## src/rtl/bndd_pkg.sv

```systemverilog
package bndd_pkg;

	// field widths
	localparam int WB_W       = 8;
	localparam int ACT_W      = 16;
	localparam int SCALE_W    = 16;
	localparam int ZP_W       = 8;
	localparam int BLEN_W     = 11;
	localparam int RLEN_W     = 13;
	localparam int CFG_DATA_W = 13;
	localparam int CFG_IDX_W  = 2;

	// datapath widths: (q - zp) is 9b signed, times Q2.14 scale, times Q4.12 act
	localparam int DIFF_W = 9;
	localparam int PROD_W = DIFF_W + SCALE_W;
	localparam int TERM_W = PROD_W + ACT_W;
	localparam int SUM_W  = 56;

	// symmetric zero points
	localparam logic [ZP_W-1:0] ZP_SYM_NIB  = 8'd8;
	localparam logic [ZP_W-1:0] ZP_SYM_BYTE = 8'd128;

	// configuration register indexes
	typedef enum logic [CFG_IDX_W-1:0] {
		CFG_WEIGHT_BITS_EIGHT = 2'd0,
		CFG_SYMMETRIC_MODE    = 2'd1,
		CFG_BLOCK_LENGTH      = 2'd2,
		CFG_ROW_LENGTH        = 2'd3
	} cfg_reg_t;

	// per-item control that rides along the pipeline
	typedef struct packed {
		logic lane1_on;
		logic row_end;
	} item_ctl_t;

endpackage

```

## src/rtl/blockwise_nbit_dequant_dot.sv

```systemverilog
// Blockwise 4/8-bit dequantize and dot product, one output of a quantized matmul.
// Input channel (in_valid/in_stall): one packed weight byte per item with its
// activations, block scale and zero-point byte; scale and zero point are taken
// from the first item of each quantization block. Two lanes handle the low and
// high nibble (only the low lane in 8-bit mode); a merging stage adds both lane
// terms into the 56-bit accumulator.
// Output channel (out_valid/out_stall): one dot_sum item per finished row.
// Throughput: one item per cycle unless a stall holds the pipeline. A row's sum
// passes the decoded item register, scale multiply, activation multiply and the
// accumulate into the output register. Config port (cfg_we/cfg_index/cfg_data)
// writes registers; the user must write them only while idle, which the block
// does not enforce. Reset: accumulator, positions and held scale/zero point
// clear; 4-bit asymmetric mode, block length 32, row length 4096. A stall on the
// output holds the result; items keep flowing until the next row end reaches
// the merging stage, then the pipeline backs up to in_stall.
module blockwise_nbit_dequant_dot #(
	parameter int MAX_ROW   = 4096,
	parameter int MAX_BLOCK = 1024
) (
	input  logic                                    clk,
	input  logic                                    arst_n,
	input  logic                                    cfg_we,
	input  logic [bndd_pkg::CFG_IDX_W-1:0]          cfg_index,
	input  logic [bndd_pkg::CFG_DATA_W-1:0]         cfg_data,
	input  logic                                    in_valid,
	output logic                                    in_stall,
	input  logic [bndd_pkg::WB_W-1:0]               weight_byte,
	input  logic signed [bndd_pkg::ACT_W-1:0]       act_even,
	input  logic signed [bndd_pkg::ACT_W-1:0]       act_odd,
	input  logic signed [bndd_pkg::SCALE_W-1:0]     block_scale,
	input  logic [bndd_pkg::ZP_W-1:0]               zero_point_byte,
	output logic                                    out_valid,
	input  logic                                    out_stall,
	output logic signed [bndd_pkg::SUM_W-1:0]       dot_sum
);
	import bndd_pkg::*;

	logic                       wb_eight_q, sym_q;
	logic [BLEN_W-1:0]          blen_q;
	logic [RLEN_W-1:0]          rlen_q;

	logic                       accept;
	logic signed [DIFF_W-1:0]   diff0, diff1;
	logic signed [SCALE_W-1:0]  scale;
	item_ctl_t                  ctl;

	logic                       v_s1, v_s2, v_s3;
	logic                       end_s1, end_s2, end_s3;
	logic signed [DIFF_W-1:0]   diff0_s1, diff1_s1;
	logic signed [SCALE_W-1:0]  scale_s1;
	logic signed [ACT_W-1:0]    act0_s1, act1_s1;
	logic signed [TERM_W-1:0]   term0, term1;
	logic signed [SUM_W-1:0]    acc_q, sum;
	logic signed [SUM_W-1:0]    dot_sum_q;
	logic                       out_valid_q;
	logic                       out_free, mv3, free3, free2, free1;

	// configuration registers
	always_ff @(posedge clk or negedge arst_n) begin
		if (!arst_n) begin
			wb_eight_q <= 1'b0;
			sym_q      <= 1'b0;
			blen_q     <= BLEN_W'(32);
			rlen_q     <= RLEN_W'(4096);
		end else if (cfg_we) begin
			case (cfg_reg_t'(cfg_index))
				CFG_WEIGHT_BITS_EIGHT: wb_eight_q <= cfg_data[0];
				CFG_SYMMETRIC_MODE:    sym_q      <= cfg_data[0];
				CFG_BLOCK_LENGTH:      blen_q     <= cfg_data[BLEN_W-1:0];
				CFG_ROW_LENGTH:        rlen_q     <= cfg_data[RLEN_W-1:0];
				default: ;
			endcase
		end
	end

	// pipeline flow: a stage moves when the one after it is free
	assign out_free = !out_valid_q || !out_stall;
	assign mv3      = v_s3 && (!end_s3 || out_free);
	assign free3    = !v_s3 || mv3;
	assign free2    = !v_s2 || free3;
	assign free1    = !v_s1 || free2;
	assign in_stall = !free1;
	assign accept   = in_valid && free1;

	bndd_ctrl #(
		.MAX_ROW   (MAX_ROW),
		.MAX_BLOCK (MAX_BLOCK)
	) u_ctrl (
		.clk               (clk),
		.arst_n            (arst_n),
		.accept            (accept),
		.weight_bits_eight (wb_eight_q),
		.symmetric_mode    (sym_q),
		.block_length      (blen_q),
		.row_length        (rlen_q),
		.weight_byte       (weight_byte),
		.block_scale       (block_scale),
		.zero_point_byte   (zero_point_byte),
		.diff0             (diff0),
		.diff1             (diff1),
		.scale             (scale),
		.ctl               (ctl)
	);

	// decoded item register
	always_ff @(posedge clk) begin
		if (free1) begin
			diff0_s1 <= diff0;
			diff1_s1 <= diff1;
			scale_s1 <= scale;
			act0_s1  <= act_even;
			act1_s1  <= act_odd;
		end
	end

	// stage valids and row-end flags
	always_ff @(posedge clk or negedge arst_n) begin
		if (!arst_n) begin
			v_s1   <= 1'b0;
			v_s2   <= 1'b0;
			v_s3   <= 1'b0;
			end_s1 <= 1'b0;
			end_s2 <= 1'b0;
			end_s3 <= 1'b0;
		end else begin
			if (free1) begin
				v_s1   <= accept;
				end_s1 <= ctl.row_end;
			end
			if (free2) begin
				v_s2   <= v_s1;
				end_s2 <= end_s1;
			end
			if (free3) begin
				v_s3   <= v_s2;
				end_s3 <= end_s2;
			end
		end
	end

	// even and odd weight lanes
	bndd_lane u_lane0 (
		.clk     (clk),
		.load_s2 (free2),
		.load_s3 (free3),
		.diff    (diff0_s1),
		.scale   (scale_s1),
		.act     (act0_s1),
		.term    (term0)
	);

	bndd_lane u_lane1 (
		.clk     (clk),
		.load_s2 (free2),
		.load_s3 (free3),
		.diff    (diff1_s1),
		.scale   (scale_s1),
		.act     (act1_s1),
		.term    (term1)
	);

	// merge lanes into the accumulator; row end moves it to the output
	assign sum = acc_q + SUM_W'(term0) + SUM_W'(term1);

	always_ff @(posedge clk or negedge arst_n) begin
		if (!arst_n) begin
			acc_q       <= '0;
			out_valid_q <= 1'b0;
		end else begin
			if (mv3) acc_q <= end_s3 ? '0 : sum;
			if (mv3 && end_s3) out_valid_q <= 1'b1;
			else if (!out_stall) out_valid_q <= 1'b0;
		end
	end

	always_ff @(posedge clk) begin
		if (mv3 && end_s3) dot_sum_q <= sum;
	end

	assign out_valid = out_valid_q;
	assign dot_sum   = dot_sum_q;

	a_acc_clear: assert property (@(posedge clk) disable iff (!arst_n)
		(mv3 && end_s3) |=> (acc_q == '0))
		else $error("accumulator not cleared at row end");

	a_empty_no_stall: assert property (@(posedge clk) disable iff (!arst_n)
		!v_s1 |-> !in_stall)
		else $error("input stalled with empty decode stage");

	a_out_from_row_end: assert property (@(posedge clk) disable iff (!arst_n)
		$rose(out_valid_q) |-> $past(v_s3 && end_s3))
		else $error("result without row end");

endmodule

```

## src/rtl/bndd_ctrl.sv

```systemverilog
module bndd_ctrl #(
	parameter int MAX_ROW   = 4096,
	parameter int MAX_BLOCK = 1024
) (
	input  logic                                    clk,
	input  logic                                    arst_n,
	input  logic                                    accept,
	input  logic                                    weight_bits_eight,
	input  logic                                    symmetric_mode,
	input  logic [bndd_pkg::BLEN_W-1:0]             block_length,
	input  logic [bndd_pkg::RLEN_W-1:0]             row_length,
	input  logic [bndd_pkg::WB_W-1:0]               weight_byte,
	input  logic signed [bndd_pkg::SCALE_W-1:0]     block_scale,
	input  logic [bndd_pkg::ZP_W-1:0]               zero_point_byte,
	output logic signed [bndd_pkg::DIFF_W-1:0]      diff0,
	output logic signed [bndd_pkg::DIFF_W-1:0]      diff1,
	output logic signed [bndd_pkg::SCALE_W-1:0]     scale,
	output bndd_pkg::item_ctl_t                     ctl
);
	import bndd_pkg::*;

	localparam int RPW = $clog2(MAX_ROW + 1);
	localparam int BPW = $clog2(MAX_BLOCK + 1);
	localparam int RCW = (RPW > RLEN_W) ? RPW : RLEN_W;
	localparam int BCW = (BPW > BLEN_W) ? BPW : BLEN_W;
	localparam logic [RCW-1:0] MAX_ROW_C = RCW'(MAX_ROW);
	localparam logic [BCW-1:0] MAX_BLK_C = BCW'(MAX_BLOCK);

	logic [RPW-1:0]              row_pos_q, row_p1, row_p2, row_pos_d;
	logic [BPW-1:0]              blk_pos_q, blk_p1, blk_p2, blk_pos_d;
	logic                        parity_q, parity_d;
	logic signed [SCALE_W-1:0]   held_scale_q;
	logic [ZP_W-1:0]             held_zp_q;
	logic [RCW-1:0]              rlen_x, eff_row;
	logic [BCW-1:0]              blen_x, eff_blk;
	logic                        blk_start;
	logic                        blk_close0, row_close0, blk_close1, row_close1;
	logic [ZP_W-1:0]             zp_byte, zp;
	logic [ZP_W-1:0]             q0, q1;

	// effective lengths: zero acts as one, clamp at the maximum
	always_comb begin
		rlen_x = RCW'(row_length);
		blen_x = BCW'(block_length);
		if (rlen_x == '0) eff_row = RCW'(1);
		else if (rlen_x > MAX_ROW_C) eff_row = MAX_ROW_C;
		else eff_row = rlen_x;
		if (blen_x == '0) eff_blk = BCW'(1);
		else if (blen_x > MAX_BLK_C) eff_blk = MAX_BLK_C;
		else eff_blk = blen_x;
	end

	// position lookahead for both lanes
	assign row_p1     = row_pos_q + RPW'(1);
	assign row_p2     = row_pos_q + RPW'(2);
	assign blk_p1     = blk_pos_q + BPW'(1);
	assign blk_p2     = blk_pos_q + BPW'(2);
	assign blk_close0 = BCW'(blk_p1) >= eff_blk;
	assign row_close0 = RCW'(row_p1) >= eff_row;
	assign blk_close1 = BCW'(blk_p2) >= eff_blk;
	assign row_close1 = RCW'(row_p2) >= eff_row;
	assign blk_start  = (blk_pos_q == '0);

	// second nibble only if the first one left its block and row open
	assign ctl.lane1_on = !weight_bits_eight && !blk_close0 && !row_close0;
	assign ctl.row_end  = row_close0 || (ctl.lane1_on && row_close1);

	// zero point and scale, taken fresh at block start
	always_comb begin
		zp_byte = blk_start ? zero_point_byte : held_zp_q;
		if (symmetric_mode) zp = weight_bits_eight ? ZP_SYM_BYTE : ZP_SYM_NIB;
		else if (weight_bits_eight) zp = zp_byte;
		else if (parity_q) zp = {4'd0, zp_byte[7:4]};
		else zp = {4'd0, zp_byte[3:0]};
	end
	assign scale = blk_start ? block_scale : held_scale_q;

	// weight codes minus zero point; idle second lane gives zero
	assign q0    = weight_bits_eight ? weight_byte : {4'd0, weight_byte[3:0]};
	assign q1    = {4'd0, weight_byte[7:4]};
	assign diff0 = $signed({1'b0, q0}) - $signed({1'b0, zp});
	assign diff1 = ctl.lane1_on ? ($signed({1'b0, q1}) - $signed({1'b0, zp})) : '0;

	// next row/block position
	always_comb begin
		row_pos_d = row_p1;
		blk_pos_d = blk_p1;
		parity_d  = parity_q;
		if (ctl.lane1_on) begin
			row_pos_d = row_p2;
			blk_pos_d = blk_p2;
			if (blk_close1) begin
				blk_pos_d = '0;
				parity_d  = !parity_q;
			end
		end else if (blk_close0) begin
			blk_pos_d = '0;
			parity_d  = !parity_q;
		end
		if (ctl.row_end) begin
			row_pos_d = '0;
			blk_pos_d = '0;
			parity_d  = 1'b0;
		end
	end

	always_ff @(posedge clk or negedge arst_n) begin
		if (!arst_n) begin
			row_pos_q    <= '0;
			blk_pos_q    <= '0;
			parity_q     <= 1'b0;
			held_scale_q <= '0;
			held_zp_q    <= '0;
		end else if (accept) begin
			row_pos_q <= row_pos_d;
			blk_pos_q <= blk_pos_d;
			parity_q  <= parity_d;
			if (blk_start) begin
				held_scale_q <= block_scale;
				held_zp_q    <= zero_point_byte;
			end
		end
	end

	// positions never reach their maximum
	a_row_pos_bound: assert property (@(posedge clk) disable iff (!arst_n)
		row_pos_q < RPW'(MAX_ROW))
		else $error("row position out of range");

	a_blk_pos_bound: assert property (@(posedge clk) disable iff (!arst_n)
		blk_pos_q < BPW'(MAX_BLOCK))
		else $error("block position out of range");

	a_row_end_clears: assert property (@(posedge clk) disable iff (!arst_n)
		(accept && ctl.row_end) |=> (row_pos_q == '0 && blk_pos_q == '0 && !parity_q))
		else $error("row end did not clear positions");

endmodule

```

## src/rtl/bndd_lane.sv

```systemverilog
module bndd_lane (
	input  logic                                 clk,
	input  logic                                 load_s2,
	input  logic                                 load_s3,
	input  logic signed [bndd_pkg::DIFF_W-1:0]   diff,
	input  logic signed [bndd_pkg::SCALE_W-1:0]  scale,
	input  logic signed [bndd_pkg::ACT_W-1:0]    act,
	output logic signed [bndd_pkg::TERM_W-1:0]   term
);
	import bndd_pkg::*;

	logic signed [PROD_W-1:0] prod_s2;
	logic signed [ACT_W-1:0]  act_s2;
	logic signed [TERM_W-1:0] term_s3;

	// (q - zp) * scale, then times activation
	always_ff @(posedge clk) begin
		if (load_s2) begin
			prod_s2 <= diff * scale;
			act_s2  <= act;
		end
		if (load_s3) begin
			term_s3 <= prod_s2 * act_s2;
		end
	end

	assign term = term_s3;

endmodule
```

## config.mk

```make
export PLATFORM = sky130hd
export DESIGN_NAME = blockwise_nbit_dequant_dot
export DESIGN_NICKNAME = d
export VERILOG_FILES = /design/src/rtl/bndd_pkg.sv /design/src/rtl/blockwise_nbit_dequant_dot.sv /design/src/rtl/bndd_ctrl.sv /design/src/rtl/bndd_lane.sv
export SDC_FILE = /design/constraint.sdc
export NUM_CORES = 2
export LEC_CHECK = 0
export ABC_AREA = 1
export BUFFER_PORTS_ARGS = -buffer_cell sky130_fd_sc_hd__buf_4
export CORE_MARGIN = 4
export CORE_UTILIZATION = 25
export CTS_CLUSTER_DIAMETER = 60
export DETAILED_ROUTE_END_ITERATION = 16
export HOLD_SLACK_MARGIN = 0.1
export PLACE_DENSITY = 0.48
export SKIP_LAST_GASP = 1
export SLEW_MARGIN = 20
export SYNTH_ARGS = -nofsm -noshare
export SYNTH_HDL_FRONTEND = slang
export SYNTH_HIERARCHICAL = 1
export SYNTH_SLANG_ARGS = --single-unit
```

## constraint.sdc

```tcl
create_clock -name clk -period 10.8 [get_ports clk]
set_clock_uncertainty 0.15 [all_clocks]
set_input_delay 0 -clock clk [delete_from_list [all_inputs] [get_ports clk]]
set_output_delay 0 -clock clk [all_outputs]
set_load 0.005 [all_outputs]
```

==> results.cfg <==
[die]
num_rows = 187
io_pins = 142
die_area_mm2 = 0.270
fp.coreArea_mm2 = 0.260
die_y_um = 520
die_w_um = 520
start_util_pct = 25.2

[route]
drt_iter0_drc = 2935
num_vias = 50600
postRouteAntennaNets = 0
routed_wl_mm = 192
drt_pass1_iterations = 8
viasPerCell = 4.22
drc = 0
avgRoutedWirePerCell_um = 16.0

[finish]
nets = 10000
syn2layout_area_growth_pct = 13.4
drive_above_1_share_pct = 5.78

[worst_setup_path]
startpoint_type = register
path_class = reg -> reg
critPathArrivalTime_ns = 7.33
startpoint = u_lane0/act_s2[1]$_DFFE_PP_
critPathMaxFanout = 25
endpoint_kind = register
crit-reg2reg-launch = u_lane0/act_s2[1]$_DFFE_PP_
worst_ep_required_time_ns = 11.05

[clock_tree]
cts.clk_slew.worst_paths_ns = 0.06
cts_buffers = 71
clk_latency_ns = 0.71
cts_setup_buffers = 0
clock_sinks = 424
clockBufferDepth = 3
cts_root_buf = clkbuf_16
cts_tree = yes
cts_htree_levels = 3

[synthesis]
avgSynthCellArea_um2 = 7.88
ys_async_sr_fraction_pct = 32.5
yosysUniqueCellTypes = 58
synth_area_mm2 = 0.0655
synth_edf_count = 286
yosys_register_bits = 424
synthFlopType = edfxtp_1
synth_fp_nets = 9892
synth_cells = 8312
synth_seq_area_share_pct = 18.4
yosysWarnings = 6

[hold_path]
min_from = block_scale[10]
min_path_type = in -> reg

[sta]
final.period_utilization_pct = 65.6
setup-violations-final = 0
finalSetupTns_ns = 0
slew_violations = 0
fmax_ghz = 0.141
rsz0062_at_grt = false
layout_min_cycle_time_ns = 7.09
slew-limit-headroom_pct = 24.4
hold_viol = 0
worst_pin_slew_ns = 1.13

[run_status]
status = finished, final reports clean

[global_route]
antenna_found_initial = 5
grt_max_degree = 74
grt.total_usage_pct = 14.3
grt_pass1_vias = 54300
gr-total-overflow = 0
grt_first_pass_wirelength_mm = 307

[run]
drv_cap = 0

[placed_design]
dp_hpwl_mm = 156
port_buffers = 141
gp_congestion = 0.903
==> state kept, by name, indices dropped and copies added, names as in the netlist, 25 cells and up <==
name,count
u_lane0/prod_s2,25
u_lane0/term,41
acc_q,56
u_lane1/term,41
dot_sum,56
u_lane1/prod_s2,25
==> cell usage after synthesis (all sizes together), types with 8 or more instances <==
cell type  count  area [µm²]
o21bai        27         218
a21oi        173         922
fa          1072       21500
nor3          41         263
nand4         43         269
xnor2         25         219
nand2       2527        9560
or2           50         313
nand3b        12        90.1
nor2         400        1630
o22ai          8        50.1
xor2         115        1030
and2          30         190
buf           31         190
a22o           8        70.1
a21o           8        60.1
dfrtp        136        3400
o21ai        148         752
nand3        248        1310
ha           424        5310
edfxtp       286        8590
inv         2215        8310
clkbuf       251         943
==> final cells by class <==
class / count / area (µm²)
Antenna cell: 2 / 5.00
Clock inverter: 51 / 593
Sequential cell: 424 / 12000
Clock buffer: 81 / 1850
Tap cell: 3496 / 4370
Timing Repair Buffer: 343 / 3070
Inverter: 2216 / 8320
Multi-Input combinational cell: 5390 / 44000
Fill cell: 28200 / 186000
==> critical path, stage by stage, from the launching register on <==
cell and delay (ns):
edfxtp_1 1.09, nand2_1 0.22, inv_1 0.18, fa_1 0.54, fa_1 0.83, inv_1 0.16
fa_1 0.51, fa_1 0.58, fa_1 0.43, fa_1 0.48, inv_1 0.04, ha_1 0.42
nand2_2 0.10, nor2_1 0.20, nand2_1 0.17, nor2_1 0.22, nand3_1 0.22, nand4_1 0.15
nand2_1 0.09
==> worst paths after layout <==
path / endpoint / slack (ns) / cells past startpoint
min: scale_s1[10]$_DFFE_PN_ / 0.18 / 4
max in group asynchronous: u_ctrl/held_zp_q[4]$_DFFE_PN0P_ / 8.65 / 5
min reg2reg: u_lane0/act_s2[7]$_DFFE_PP_ / 0.27 / 0
min in group asynchronous: acc_q[55]$_DFFE_PN0P_ / 0.26 / 4
max: u_lane0/term[36]$_DFFE_PP_ / 3.71 / 18
max reg2reg: u_lane0/term[36]$_DFFE_PP_ / 3.71 / 18
==> cell families (layout without fill, tap and decap cells) <==
group | after synthesis | count (layout) | synth area share [%]
other | 0 | 2 | 0
muxes | 3 | 3 | 0.0497
xor gates and xnor gates | 140 | 140 | 1.91
DFF | 424 | 424 | 18.4
buffers and inverters | 2498 | 2691 | 14.4
AOI/OAI and AO/OA | 393 | 393 | 3.43
and+or+nand+nor | 3358 | 3358 | 20.9
adders and majority gates | 1496 | 1496 | 40.9
==> layout by cell type (no fill, tap or decap), types with 10 or more instances in the layout <==
cell type	n
nand2_2	27
a21oi_2	15
dfrtp_1	136
nor2_4	10
xnor2_1	25
clkbuf_16	71
a21oi_1	158
inv_2	15
o21ai_1	14
fa_1	1072
nand3_2	14
nand3_1	234
clkinv_2	11
nor2_2	24
inv_1	2196
nor3_1	32
o21ai_0	130
edfxtp_1	286
dlygate4sd3_1	160
nand4_1	43
or2_2	47
xor2_1	112
and2_1	28
nand2_1	2499
buf_4	174
nand3b_1	12
inv_8	12
ha_1	424
o21bai_1	23
nor2_1	366
==> metal layers <==
metal / wire [µm] / track usage, % / part of all wire, %
met1: 88800 / 19.5 / 46
met2: 90800 / 24.2 / 47
met3: 8340 / 1.72 / 4.4
met4: 3750 / 3.04 / 2.0
met5: 0 / 0 / 0
==> timing repair <==
item / 4_1_cts / 5_1_grt
hold buffers: 161 / 0
hold endpoints to repair: 194 / 0
setup endpoints to repair: 0 / 0
gates resized for setup: 0 / 0
==> stage by stage <==
stage | instances | hold WS [ns] | util [%] | cell area [µm²] | setup slack, ns
2_1_floorplan | 8312 | -0.446 | - | 65500 | 3.70
3_3_place_gp | 11700 | -0.216 | 26.9 | 70000 | 3.79
3_5_place_dp | 11700 | -0.210 | 26.9 | 70100 | 3.69
4_1_cts | 12000 | 0.101 | 28.5 | 74100 | 3.67
5_1_grt | 12000 | 0.148 | 28.5 | 74200 | 3.30
6_report | 12000 | 0.176 | 28.5 | 74200 | 3.71
Power is left out: the tool's default activity adds up to more than one toggle a clock period on the data nets, which glitch-free logic cannot reach.
